### src/hdl/rag_pkg.sv
`default_nettype none
package rag_pkg;

  localparam int COUNT_WIDTH = 16;
  localparam int TIMER_WIDTH = 16;
  localparam int CFG_WIDTH   = 16;
  localparam int IDX_WIDTH   = 2;

  localparam logic [COUNT_WIDTH-1:0] COUNT_MAX = '1;
  localparam logic [TIMER_WIDTH-1:0] TIMER_MAX = '1;
  localparam logic [CFG_WIDTH-1:0]   TIME_RESET = CFG_WIDTH'(50);

  typedef enum logic [2:0] {
    KIND_BEGIN     = 3'd0,
    KIND_COMPLETE  = 3'd1,
    KIND_TICK      = 3'd2,
    KIND_CLEAR_DISC = 3'd3,
    KIND_CLEAR_ALL = 3'd4
  } kind_t;

  typedef enum logic [1:0] {
    PH_IDLE  = 2'd0,
    PH_DRAIN = 2'd1,
    PH_QUIET = 2'd2,
    PH_DISC  = 2'd3
  } phase_t;

  typedef enum logic [1:0] {
    ST_OK        = 2'd0,
    ST_REFUSED   = 2'd1,
    ST_FULL      = 2'd2,
    ST_UNDERFLOW = 2'd3
  } status_t;

  typedef enum logic [1:0] {
    ACT_NONE   = 2'd0,
    ACT_QUIET  = 2'd1,
    ACT_COMMIT = 2'd2
  } action_t;

  typedef enum logic [IDX_WIDTH-1:0] {
    REG_DRAIN_TIME = 2'd0,
    REG_QUIET_TIME = 2'd1
  } reg_idx_t;

  // packed MSB first: status lands in the lowest bits
  typedef struct packed {
    logic        time_left_valid;
    logic [15:0] time_left;
    logic        wake;
    logic        intentional;
    logic [15:0] in_flight;
    phase_t      phase_now;
    logic        cleared;
    action_t     gate_action;
    logic        reopened;
    logic        newly_accepted;
    status_t     status;
  } result_t;

  localparam int RESULT_WIDTH = $bits(result_t);
  localparam int OUT_TDATA_WIDTH = ((RESULT_WIDTH + 7) / 8) * 8;

endpackage
`default_nettype wire

### src/hdl/rag_core.sv
`default_nettype none
module rag_core import rag_pkg::*; (
  input  wire logic                 clk,
  input  wire logic                 rst,
  input  wire logic                 fire,
  input  wire logic [2:0]           kind,
  input  wire logic                 accepted_flag,
  input  wire logic [CFG_WIDTH-1:0] drain_time,
  input  wire logic [CFG_WIDTH-1:0] quiet_time,
  output result_t                   result
);

  phase_t                 phase, phase_next;
  logic                   pending, pending_next;
  logic                   armed, armed_next;
  logic [COUNT_WIDTH-1:0] outstanding, outstanding_next;
  logic [TIMER_WIDTH-1:0] drain_elapsed, drain_elapsed_next;
  logic [TIMER_WIDTH-1:0] quiet_elapsed, quiet_elapsed_next;

  logic                   ready_now;
  logic                   ready_next;
  logic [TIMER_WIDTH-1:0] de_inc, qe_inc;

  assign ready_now = pending && armed && (outstanding == '0);
  assign de_inc = (drain_elapsed == TIMER_MAX) ? TIMER_MAX : drain_elapsed + 1'b1;
  assign qe_inc = (quiet_elapsed == TIMER_MAX) ? TIMER_MAX : quiet_elapsed + 1'b1;

  always_comb begin
    phase_next         = phase;
    pending_next       = pending;
    armed_next         = armed;
    outstanding_next   = outstanding;
    drain_elapsed_next = drain_elapsed;
    quiet_elapsed_next = quiet_elapsed;
    result             = '0;
    result.status      = ST_OK;
    result.gate_action = ACT_NONE;
    result.phase_now   = PH_IDLE;

    case (kind)
      KIND_BEGIN: begin
        if (phase == PH_DISC) begin
          result.status = ST_REFUSED;
        end else if (outstanding == COUNT_MAX) begin
          result.status = ST_FULL;
        end else begin
          if (phase == PH_IDLE) begin
            pending_next       = 1'b1;
            armed_next         = 1'b0;
            drain_elapsed_next = '0;
            quiet_elapsed_next = '0;
            phase_next         = PH_DRAIN;
            result.newly_accepted = 1'b1;
          end else if (phase == PH_QUIET) begin
            phase_next         = PH_DRAIN;
            quiet_elapsed_next = '0;
            result.reopened    = 1'b1;
          end
          outstanding_next = outstanding + 1'b1;
          result.wake      = 1'b1;
        end
      end
      KIND_COMPLETE: begin
        if (outstanding == '0) begin
          result.status = ST_UNDERFLOW;
        end else begin
          outstanding_next   = outstanding - 1'b1;
          drain_elapsed_next = '0;
          if (accepted_flag && pending && phase != PH_DISC) begin
            armed_next = 1'b1;
          end
          result.wake = pending;
        end
      end
      KIND_TICK: begin
        drain_elapsed_next = de_inc;
        quiet_elapsed_next = qe_inc;
        if (phase == PH_DRAIN && ready_now && de_inc >= drain_time) begin
          phase_next         = PH_QUIET;
          quiet_elapsed_next = '0;
          result.gate_action = ACT_QUIET;
        end else if (phase == PH_QUIET && ready_now && qe_inc >= quiet_time) begin
          phase_next         = PH_DISC;
          result.gate_action = ACT_COMMIT;
        end
      end
      KIND_CLEAR_DISC, KIND_CLEAR_ALL: begin
        if (kind == KIND_CLEAR_ALL || phase == PH_DISC) begin
          phase_next         = PH_IDLE;
          pending_next       = 1'b0;
          armed_next         = 1'b0;
          outstanding_next   = '0;
          drain_elapsed_next = '0;
          quiet_elapsed_next = '0;
          result.cleared     = 1'b1;
        end
      end
      default: begin
      end
    endcase

    ready_next = pending_next && armed_next && (outstanding_next == '0);
    if (phase_next == PH_DRAIN && ready_next) begin
      result.time_left_valid = 1'b1;
      result.time_left = (drain_elapsed_next >= drain_time) ? 16'd0 :
                         16'(drain_time - drain_elapsed_next);
    end else if (phase_next == PH_QUIET && ready_next) begin
      result.time_left_valid = 1'b1;
      result.time_left = (quiet_elapsed_next >= quiet_time) ? 16'd0 :
                         16'(quiet_time - quiet_elapsed_next);
    end

    result.phase_now   = phase_next;
    result.in_flight   = 16'(outstanding_next);
    result.intentional = pending_next && (phase_next == PH_DISC);
  end

  always_ff @(posedge clk) begin
    if (rst) begin
      phase         <= PH_IDLE;
      pending       <= 1'b0;
      armed         <= 1'b0;
      outstanding   <= '0;
      drain_elapsed <= '0;
      quiet_elapsed <= '0;
    end else if (fire) begin
      phase         <= phase_next;
      pending       <= pending_next;
      armed         <= armed_next;
      outstanding   <= outstanding_next;
      drain_elapsed <= drain_elapsed_next;
      quiet_elapsed <= quiet_elapsed_next;
    end
  end

  a_pending_tracks_phase: assert property (@(posedge clk) disable iff (rst)
    pending == (phase != PH_IDLE))
    else $error("pending out of step with phase");

  a_armed_needs_pending: assert property (@(posedge clk) disable iff (rst)
    armed |-> pending)
    else $error("armed without pending");

  a_hold_when_idle: assert property (@(posedge clk) disable iff (rst)
    !fire |=> $stable(phase) && $stable(outstanding) && $stable(drain_elapsed))
    else $error("state moved without a transaction");

  a_tick_keeps_count: assert property (@(posedge clk) disable iff (rst)
    fire && kind == KIND_TICK |=> $stable(outstanding) && $stable(pending))
    else $error("tick changed the in-flight count");

  a_commit_only_from_quiet: assert property (@(posedge clk) disable iff (rst)
    fire && phase_next == PH_DISC && phase != PH_DISC |-> phase == PH_QUIET)
    else $error("disconnect entered from a phase other than quiescing");

endmodule
`default_nettype wire

### src/hdl/reconnect_admission_gate.sv
// A result is presented once its transaction has passed the input register
// and then the result register.
// Throughput: one transaction per cycle unless m_tready stalls the output; the gate state updates in the
// single combinational pass between the two registers.
// Reset (rst, synchronous): gate idle, counters zero, drain_time and
// quiet_time back to 50, both pipeline registers empty.
`default_nettype none
module reconnect_admission_gate import rag_pkg::*; (
  input  wire logic                       clk,
  input  wire logic                       rst,
  input  wire logic                       s_tvalid,
  output logic                            s_tready,
  input  wire logic [7:0]                 s_tdata,   // [0] accepted_flag
  input  wire logic [2:0]                 s_tuser,   // [2:0] kind
  output logic                            m_tvalid,
  input  wire logic                       m_tready,
  // [1:0] status, [2] newly_accepted, [3] reopened, [5:4] gate_action,
  // [6] cleared, [8:7] phase_now, [24:9] in_flight, [25] intentional,
  // [26] wake, [42:27] time_left, [43] time_left_valid
  output logic [OUT_TDATA_WIDTH-1:0]      m_tdata,
  input  wire logic                       wr_en,
  input  wire logic [IDX_WIDTH-1:0]       wr_index,
  input  wire logic [CFG_WIDTH-1:0]       wr_data
);

  logic [CFG_WIDTH-1:0] drain_time;
  logic [CFG_WIDTH-1:0] quiet_time;

  logic       in_valid;
  logic [2:0] in_kind;
  logic       in_acc;
  logic       advance;
  result_t    result;

  always_ff @(posedge clk) begin
    if (rst) begin
      drain_time <= TIME_RESET;
      quiet_time <= TIME_RESET;
    end else if (wr_en) begin
      case (wr_index)
        REG_DRAIN_TIME: drain_time <= wr_data;
        REG_QUIET_TIME: quiet_time <= wr_data;
        default: begin
        end
      endcase
    end
  end

  assign advance  = in_valid && (!m_tvalid || m_tready);
  assign s_tready = !in_valid || advance;

  always_ff @(posedge clk) begin
    if (rst) begin
      in_valid <= 1'b0;
    end else if (s_tready) begin
      in_valid <= s_tvalid;
    end
  end

  always_ff @(posedge clk) begin
    if (s_tvalid && s_tready) begin
      in_kind <= s_tuser;
      in_acc  <= s_tdata[0];
    end
  end

  rag_core u_core (
    .clk           (clk),
    .rst           (rst),
    .fire          (advance),
    .kind          (in_kind),
    .accepted_flag (in_acc),
    .drain_time    (drain_time),
    .quiet_time    (quiet_time),
    .result        (result)
  );

  always_ff @(posedge clk) begin
    if (rst) begin
      m_tvalid <= 1'b0;
    end else if (advance) begin
      m_tvalid <= 1'b1;
    end else if (m_tready) begin
      m_tvalid <= 1'b0;
    end
  end

  always_ff @(posedge clk) begin
    if (advance) begin
      m_tdata <= OUT_TDATA_WIDTH'(result);
    end
  end

endmodule
`default_nettype wire
### config.mk
export PLATFORM = sky130hd
export DESIGN_NAME = reconnect_admission_gate
export DESIGN_NICKNAME = d
export VERILOG_FILES = /design/src/hdl/rag_pkg.sv /design/src/hdl/rag_core.sv /design/src/hdl/reconnect_admission_gate.sv
export SDC_FILE = /design/constraint.sdc
export NUM_CORES = 1
export LEC_CHECK = 0
export BUFFER_PORTS_ARGS = -buffer_cell sky130_fd_sc_hd__buf_2
export CORE_UTILIZATION = 45
export DETAILED_ROUTE_END_ITERATION = 8
export PLACE_DENSITY_LB_ADDON = 0.08
export RECOVER_POWER = 50
export SLEW_MARGIN = 20
export SYNTH_ARGS = -nofsm -noshare
export SYNTH_HDL_FRONTEND = slang
export SYNTH_SLANG_ARGS = --single-unit
### constraint.sdc
create_clock -name clk -period 6.4 [get_ports clk]
set_clock_uncertainty 0.15 [all_clocks]
set_input_delay 1.92 -clock clk [delete_from_list [all_inputs] [get_ports clk]]
set_output_delay 1.92 -clock clk [all_outputs]
set_load 0.02 [all_outputs]
==> results of run 1 <==
worst min-delay path, stage by stage (launching register included):
cell                      delay, ns
sky130_fd_sc_hd__dfxtp_1       0.33
sky130_fd_sc_hd__nand2_1       0.06
sky130_fd_sc_hd__a21oi_1       0.05
Yosys cell counts, types with 9 or more instances:
cell                         n
sky130_fd_sc_hd__a21o_1     15
sky130_fd_sc_hd__nand2_1   158
sky130_fd_sc_hd__nand4_1    17
sky130_fd_sc_hd__nor2_1    108
sky130_fd_sc_hd__and2_1     11
sky130_fd_sc_hd__inv_1      67
sky130_fd_sc_hd__a31oi_1     9
sky130_fd_sc_hd__nor2b_1     9
sky130_fd_sc_hd__ha_1       64
sky130_fd_sc_hd__nor4_1     11
sky130_fd_sc_hd__a211oi_1   40
sky130_fd_sc_hd__a21oi_1    86
sky130_fd_sc_hd__xor2_1     16
sky130_fd_sc_hd__nor3_1     34
sky130_fd_sc_hd__xnor2_1    30
sky130_fd_sc_hd__and3_1     11
sky130_fd_sc_hd__nand3_1    32
sky130_fd_sc_hd__clkbuf_1   56
sky130_fd_sc_hd__o22ai_1    10
sky130_fd_sc_hd__nand2b_1   19
sky130_fd_sc_hd__o21ai_0    44
sky130_fd_sc_hd__a22oi_1    28
sky130_fd_sc_hd__dfxtp_1    86
sky130_fd_sc_hd__edfxtp_1   48
sky130_fd_sc_hd__a311oi_1    9
path summary, 6_finish.rpt:
path	end	slack [ns]	depth (start not counted)
worst max register to register	m_tdata[31]$_DFFE_PP_	0.41	27
worst min-delay path	drain_time[10]$_SDFFE_PP0P_	0.34	2
worst min register to register	drain_time[10]$_SDFFE_PP0P_	0.34	2
worst max-delay path	m_tdata[31]$_DFFE_PP_	0.41	27
layer usage:
layer,vias up,global-route usage (%)
met2,270,40.24
li1,4414,-
met3,30,4.660
met5,-,0
met1,4164,37.37
met4,0,7.165
sequential cells by signal, summed over array words and instances, names as in the netlist, 2 cells and up:
register and count:
drain_time 16, in_kind 3, m_tdata 44, quiet_time 16, u_core.drain_elapsed 16, u_core.outstanding 16
u_core.phase 2, u_core.quiet_elapsed 16
through the flow:
| stage | util, % | cells | hold slack, ns |
|---|---|---|---|
| 3_3_place_gp | 49.63 | 1483 | 0.3232 |
| 3_5_place_dp | 49.63 | 1483 | 0.3289 |
| 4_1_cts | 52.31 | 1515 | 0.3379 |
| 2_1_floorplan | - | 1181 | 0.3036 |
| 6_report | 52.16 | 1515 | 0.3369 |
| 5_1_grt | 52.16 | 1515 | 0.3742 |
logic make-up (layout without fill, tap and decap cells):
family | count (synthesis) | in the layout | share of synthesized area [%]
simple gates | 450 | 450 | 22.92
compound gates | 327 | 327 | 23.45
buf+inv | 144 | 208 | 6.214
flops | 134 | 134 | 33.21
fa+ha+maj | 70 | 70 | 9.249
xor+xnor | 46 | 46 | 4.230
mux | 6 | 6 | 0.6831
other cells | 1 | 4 | 0.03937
cell usage in the layout (no fill, tap or decap), drive strengths merged, types with 9 or more instances in the layout:
cell type | netlist | final
a211oi | 40 | 40
a21o | 15 | 15
a21oi | 87 | 87
a22oi | 28 | 28
a311oi | 9 | 9
a31oi | 9 | 9
and2 | 12 | 12
and3 | 11 | 11
buf | 18 | 57
clkbuf | 57 | 69
dfxtp | 86 | 86
edfxtp | 48 | 48
ha | 64 | 64
inv | 69 | 74
nand2 | 158 | 158
nand2b | 19 | 19
nand3 | 32 | 32
nand4 | 17 | 17
nor2 | 109 | 109
nor2b | 9 | 9
nor3 | 34 | 34
nor4 | 14 | 14
o21ai | 47 | 47
o22ai | 10 | 10
xnor2 | 30 | 30
xor2 | 16 | 16
final cells by class:
cell class	instances	area, sq um	area share (%)
Multi-Input combinational cell	903	5823	54.48
Inverter	69	264.0	2.470
Sequential cell	134	3163	29.59
Clock buffer	19	454.2	4.249
Clock inverter	13	96.34	0.9013
Timing Repair Buffer	107	550.5	5.150
Tap cell	270	337.8	3.160
power by group through the flow:
stage          logic [mW]  clock network (mW)  registers [mW]
2_1_floorplan       0.414                   0           0.989
3_3_place_gp        0.563                   0           0.991
3_5_place_dp        0.566                   0           0.991
4_1_cts             0.571               0.949           0.973
5_1_grt             0.632               0.979           0.982
6_report            0.575               0.943           0.975
==> metrics, run 1 <==
most area-consuming cells after synthesis=sky130_fd_sc_hd__dfxtp_1 18%, sky130_fd_sc_hd__edfxtp_1 15%, sky130_fd_sc_hd__ha_1 8.4%, sky130_fd_sc_hd__nand2_1 6.2%, sky130_fd_sc_hd__a21oi_1 4.5%; r2r startpoint=u_core.drain_elapsed[0]$_SDFFE_PP0P_; Core Region=between 0.02 and 0.025 sq mm; CP Buf/Inv Count=4; cell area after synthesis=roughly 0.0095 sq mm; count of vias placed by the detailed router=between 8000 and 9000; top cell type by total area after synthesis=sky130_fd_sc_hd__dfxtp_1; worst min-delay path class=flop to flop; overflow left after global routing=0; buffer count from post-CTS setup fixing=0; number of nets in the final layout=about 1300; critical hold path startpoint=drain_time[10]$_SDFFE_PP0P_; row cnt=between 50 and 60; final setup fails=0; number of distinct library cells after synthesis=90; top cell family by delay on the critical path=compound AO/OA/AOI/OAI gates; Die Footprint=roughly 0.022 sq mm; longest individual stage delay on the worst path=0.49 ns; required time of the critical path=between 6 and 7 ns; initial antenna violation count=0; fill count=2071; source-to-sink clock delay at the later pin of the worst-skew pair=about 0.43 ns; Boundary Pins=84; data arrival time of the critical path=6.07 ns; Worst-path clk slew=~0.07 ns; Global Route Usage Sum=a little over a quarter; highest layer used for signal routing=met4; final RePlAce weighted congestion=between 0.9 and 1; Routed Wire Length=28.12 mm; yosys warns=0; Period Utilization, post-route=slightly above 90%; CP startpoint kind=flop; number of violations of the max-capacitance limit=2; final design instance area without fill=~0.011 sq mm; share of power burned in registers=between 30 and 40%; violated checks=max-capacitance violations, max-slew violations; clock share of power=between 30% and 40%; largest net degree at the start of global routing=80; Placed Instance Area=~0.01 sq mm; met3 wirelength from detailed routing=1.523 mm; switching power of the nets=0.8246 mW; post-detailed-route wirelength per cell=18.56 microns; RSZ-0062 raised after global routing=no; final hold viol count=0; prevailing post-synth register cell=sky130_fd_sc_hd__dfxtp_1; flip-flop and latch count after synthesis=roughly 130; Internal=1.668 mW; average via count per standard cell=~5.9; max frequency=between 150 and 200 MHz; length of routed met2 wiring=approximately 13 mm; starting density of the core=a little under half; layout cell share with drive strength beyond 1=between 10 and 15%; critical path start-end classification=flop to flop; highest fanout seen on the critical path=11; cell with the largest stage delay on the worst path=sky130_fd_sc_hd__a2111oi_4; final worst-path setup slack=between 0.4 and 0.5 ns; remaining number of nets flagged by the antenna check after routing=0; Area growth, synth to finish=12.23%; HPWL after detailed placement=about 21 mm; sequential-to-total area share from yosys stat=roughly a third; deepest clock path buffer count=2; share of synthesized flip-flops with an asynchronous set or reset=0%; number of instances in the synthesized netlist=between 1000 and 1500; slew at the pin closest to its max-slew limit=between 2 and 3 ns; number of H-tree levels=4; Chip Width=147.5 microns; post-synth top area share=a little under a fifth; net switching share of the total power=approximately 33%; Initial DRT Pass Iterations=5; Final min period=5.990 ns; Clk Tree Root Cell=sky130_fd_sc_hd__clkbuf_16; Chip Height=around 150 microns; number of CTS-inserted buffers=17; max-slew violation total from the final report=89; cell with the most instances on the worst path=sky130_fd_sc_hd__nand2_1; wire length of the first global-routing pass=approximately 44 mm; relative slew slack=-79.19%; average cell area after synthesis=around 8.1 sq um; metal1 wirelength=around 14 mm; number of clock sinks seen by CTS=134; number of global-route vias before repair=8018; Post-Route Setup TNS=0 ns; Remaining DRCs=0; count of hold buffers inserted by post-cts repair=0; leakage power total=4.058 nW; combinational share of power=23.1%; placement-stage worst setup slack=~0.24 ns; port buffer count=slightly above 70; violation count after the first detailed-routing iteration=around 680; count of flip-flops with a built-in enable after synthesis=48; count of inserted antenna diode cells=0; result of the run=finished, violations left; Pwr Total=approximately 2.5 mW; PostCTS Resize Cnt=0; Cell Pwr Density=around 230 mW/mm^2; TritonCTS clock tree=built; largest vdd supply drop=~0.00018 V; category of the worst setup path capture point=flop; critical path launch point=u_core.drain_elapsed[0]$_SDFFE_PP0P_
Note: power is estimated with default switching activity, not from simulation.
==> inputs of run 2 (changes only) <==
--- a/config.mk
+++ b/config.mk
@@ -5,6 +5,7 @@
 export SDC_FILE = /design/constraint.sdc
 export NUM_CORES = 1
 export LEC_CHECK = 0
+export ABC_AREA = 1
 export BUFFER_PORTS_ARGS = -buffer_cell sky130_fd_sc_hd__buf_2
 export CORE_UTILIZATION = 45
 export DETAILED_ROUTE_END_ITERATION = 8
==> metrics, run 2 <==
row cnt=54; remaining number of nets flagged by the antenna check after routing=0; PostCTS Resize Cnt=0; cell area after synthesis=between 0.01 and 0.015 sq mm; deepest clock path buffer count=2; worst min-delay path class=flop to flop; top cell type by total area after synthesis=sky130_fd_sc_hd__dfxtp_1; Cell Pwr Density=230.0 mW/mm^2; CP Buf/Inv Count=3; adder and majority cell fraction of the synthesized area=about 8.3%; result of the run=finished, violations left; largest vdd supply drop=around 0.00017 V; share of synthesized cell area in and, or, nand and nor gates=approximately 29%; final std cells w/o fill=about 1800; final design instance area without fill=between 0.01 and 0.015 sq mm; sequential-to-total area share from yosys stat=about 31%; max frequency=~170 MHz; slew at the pin closest to its max-slew limit=about 3.7 ns; Global Route Usage Sum=between 20% and 30%; critical path start-end classification=flop to flop; HPWL after detailed placement=approximately 22 mm; data arrival time of the critical path=between 6 and 7 ns; most common cell after layout, fill and taps aside=sky130_fd_sc_hd__nand2_1; number of violations of the max-capacitance limit=3; count of hold buffers inserted by post-cts repair=0; most area-consuming cells after synthesis=sky130_fd_sc_hd__dfxtp_1 17%, sky130_fd_sc_hd__edfxtp_1 14%, sky130_fd_sc_hd__nand2_1 11%, sky130_fd_sc_hd__inv_1 8.7%, sky130_fd_sc_hd__ha_1 7.9%; yosys warns=0; flip-flop and latch count after synthesis=around 130; share of synthesized flip-flops with an asynchronous set or reset=0%; Worst R2R End=m_tdata[37]$_DFFE_PP_; Placed Instance Area=0.01070 sq mm; # placed instances=around 1800; Period Utilization, post-route=between 90% and 100%; overflow left after global routing=0; source-to-sink clock delay at the later pin of the worst-skew pair=roughly 0.43 ns; Remaining DRCs=8; Die Footprint=between 0.02 and 0.025 sq mm; buffer count from post-CTS setup fixing=0; Initial DRT Pass Iterations=7; total stage count of the critical path=20; violation count after the first detailed-routing iteration=approximately 630; layout cell share with drive strength beyond 1=8.676%; critical path launch point=in_kind[0]$_DFFE_PP_; category of the worst setup path capture point=flop; Critical Path End=m_tdata[37]$_DFFE_PP_; most instantiated library cell after synthesis=sky130_fd_sc_hd__nand2_1; placement-stage worst setup slack=around 0.7 ns; number of distinct library cells after synthesis=53; initial antenna violation count=0; violated checks=design-rule violations, max-capacitance violations, max-slew violations; final worst-path setup slack=0.4422 ns; share of the core filled with cells=about half; final setup fails=0; largest net degree at the start of global routing=81; prevailing post-synth register cell=sky130_fd_sc_hd__dfxtp_1; Core Region=between 0.02 and 0.025 sq mm; number of H-tree levels=4; number of nets in the final layout=~1600; count of inserted antenna diode cells=0; post-synth top area share=16.98%; CP startpoint kind=flop; multiplexer fraction of the synthesized cell area=less than 1%; top cells by count, synth=300 x sky130_fd_sc_hd__nand2_1, 236 x sky130_fd_sc_hd__inv_1, 126 x sky130_fd_sc_hd__o21ai_0; Pwr Total=between 2 and 3 mW; required time of the critical path=6.48 ns; Clk Tree Root Cell=sky130_fd_sc_hd__clkbuf_16; final-layout worst hold slack=0.3385 ns; post-detailed-route wirelength per cell=16.26 microns; number of CTS-inserted buffers=17; r2r startpoint=in_kind[0]$_DFFE_PP_; Post-Route Setup TNS=0 ns; TritonCTS clock tree=built; longest individual stage delay on the worst path=roughly 0.77 ns; Worst Reg2Reg Path Length in Cells=20; synthesized-area fraction occupied by xor and xnor cells=~2.9%; average cell area after synthesis=roughly 7 sq um; wire length of the first global-routing pass=roughly 48 mm; count of vias placed by the detailed router=between 9000 and 10000; Worst-path clk slew=0.06 ns; relative slew slack=-147.0%; number of clock sinks seen by CTS=approximately 130; highest fanout seen on the critical path=21; cell with the largest stage delay on the worst path=sky130_fd_sc_hd__nor2_1; port buffer count=just over 70; final hold viol count=0; Routed Wire Length=29.85 mm; cell chain of the critical path=nor2_1, inv_1, nor2_2, clkbuf_1, nand2_1, o211ai_1, nor2_1, o32ai_1, ha_1, inv_1, fa_1, a21oi_1, o21bai_1, a21oi_1, o21bai_1, a211oi_1, a31oi_1, nand4_4, or2_2, o21ai_1; complex-gate fraction of the synthesized area=16.57%; Chip Height=152.1 microns; combinational family with the most area after synthesis=simple AND/OR/NAND/NOR gates; final RePlAce weighted congestion=0.9073; leakage power total=between 5 and 6 nW; max-slew violation total from the final report=approximately 160; Largest register FFs=between 40 and 50; count of flip-flops with a built-in enable after synthesis=48; number of global-route vias before repair=just over 9000; Boundary Pins=84; average via count per standard cell=5.328; Final min period=slightly below 6 ns; most used cells in the layout excluding fill and tap cells=304 x sky130_fd_sc_hd__nand2_1, 236 x sky130_fd_sc_hd__inv_1, 128 x sky130_fd_sc_hd__o21ai_0, 119 x sky130_fd_sc_hd__nor2_1, 118 x sky130_fd_sc_hd__a21oi_1; starting density of the core=about 46%; number of instances in the synthesized netlist=between 1000 and 1500; Worst R2R Setup Slack=between 0.4 and 0.5 ns; RSZ-0062 raised after global routing=no; Chip Width=around 150 microns; register containing the most flip-flops in the final layout=m_tdata; Area growth, synth to finish=10.01%; top cell family by delay on the critical path=compound AO/OA/AOI/OAI gates
==> run 2: worst min-delay path, delay by kind of cell (launching register included) <==
family | cells | cell delay [ns]
AO/OA/AOI/OAI | 1 | 0.05
buffers and inverters | 1 | 0.07
flip-flops | 1 | 0.32
==> run 2: where the power goes <==
| part | switching [mW] | internal [mW] |
|---|---|---|
| clock | 0.409 | 0.507 |
| combinational | 0.450 | 0.220 |
| sequential | 0.0440 | 0.936 |
==> run 2: worst min path at each step <==
| stage | start | depth (start not counted) | to |
|---|---|---|---|
| detailed placement | drain_time[7]$_SDFFE_PP0P_ | 2 | drain_time[7]$_SDFFE_PP0P_ |
| CTS | drain_time[11]$_SDFFE_PP0P_ | 2 | drain_time[11]$_SDFFE_PP0P_ |
| global placement | drain_time[7]$_SDFFE_PP0P_ | 2 | drain_time[7]$_SDFFE_PP0P_ |
| global route | drain_time[13]$_SDFFE_PP0P_ | 2 | drain_time[13]$_SDFFE_PP0P_ |
| finish | drain_time[7]$_SDFFE_PP0P_ | 2 | drain_time[7]$_SDFFE_PP0P_ |
| floorplan | drain_time[12]$_SDFFE_PP0P_ | 2 | drain_time[12]$_SDFFE_PP0P_ |
==> run 2: per-layer routing <==
| metal | part of all wire (%) | GRT usage [%] | routed length, microns | vias to the layer above |
|---|---|---|---|---|
| li1 | - | - | - | 5011 |
| met1 | 46 | 33.45 | 13610 | 4484 |
| met2 | 48 | 45.71 | 14290 | 255 |
| met3 | 4.6 | 3.337 | 1373 | 33 |
| met4 | 1.9 | 8.601 | 577 | 0 |
| met5 | 0 | 0 | 0 | - |
==> run 2: cell type report <==
| type | instances | area [sq um] |
|---|---|---|
| clock buffer | 18 | 439.2 |
| multi-input combinational | 1060 | 5804 |
| clock inverter | 14 | 101.3 |
| tap | 280 | 350.3 |
| inverter | 248 | 930.9 |
| timing repair buffer | 82 | 366.6 |
| fill | 2291 | 10800 |
| sequential | 134 | 3163 |
==> run 2: cells by family after synthesis <==
group                    Yosys count
flip-flops                       134
AND/OR/NAND/NOR                  647
multiplexers                       1
buffers and inverters            294
XOR/XNOR                          33
AO/OA/AOI/OAI                    309
adder cells (fa/ha/maj)           66
other                              1
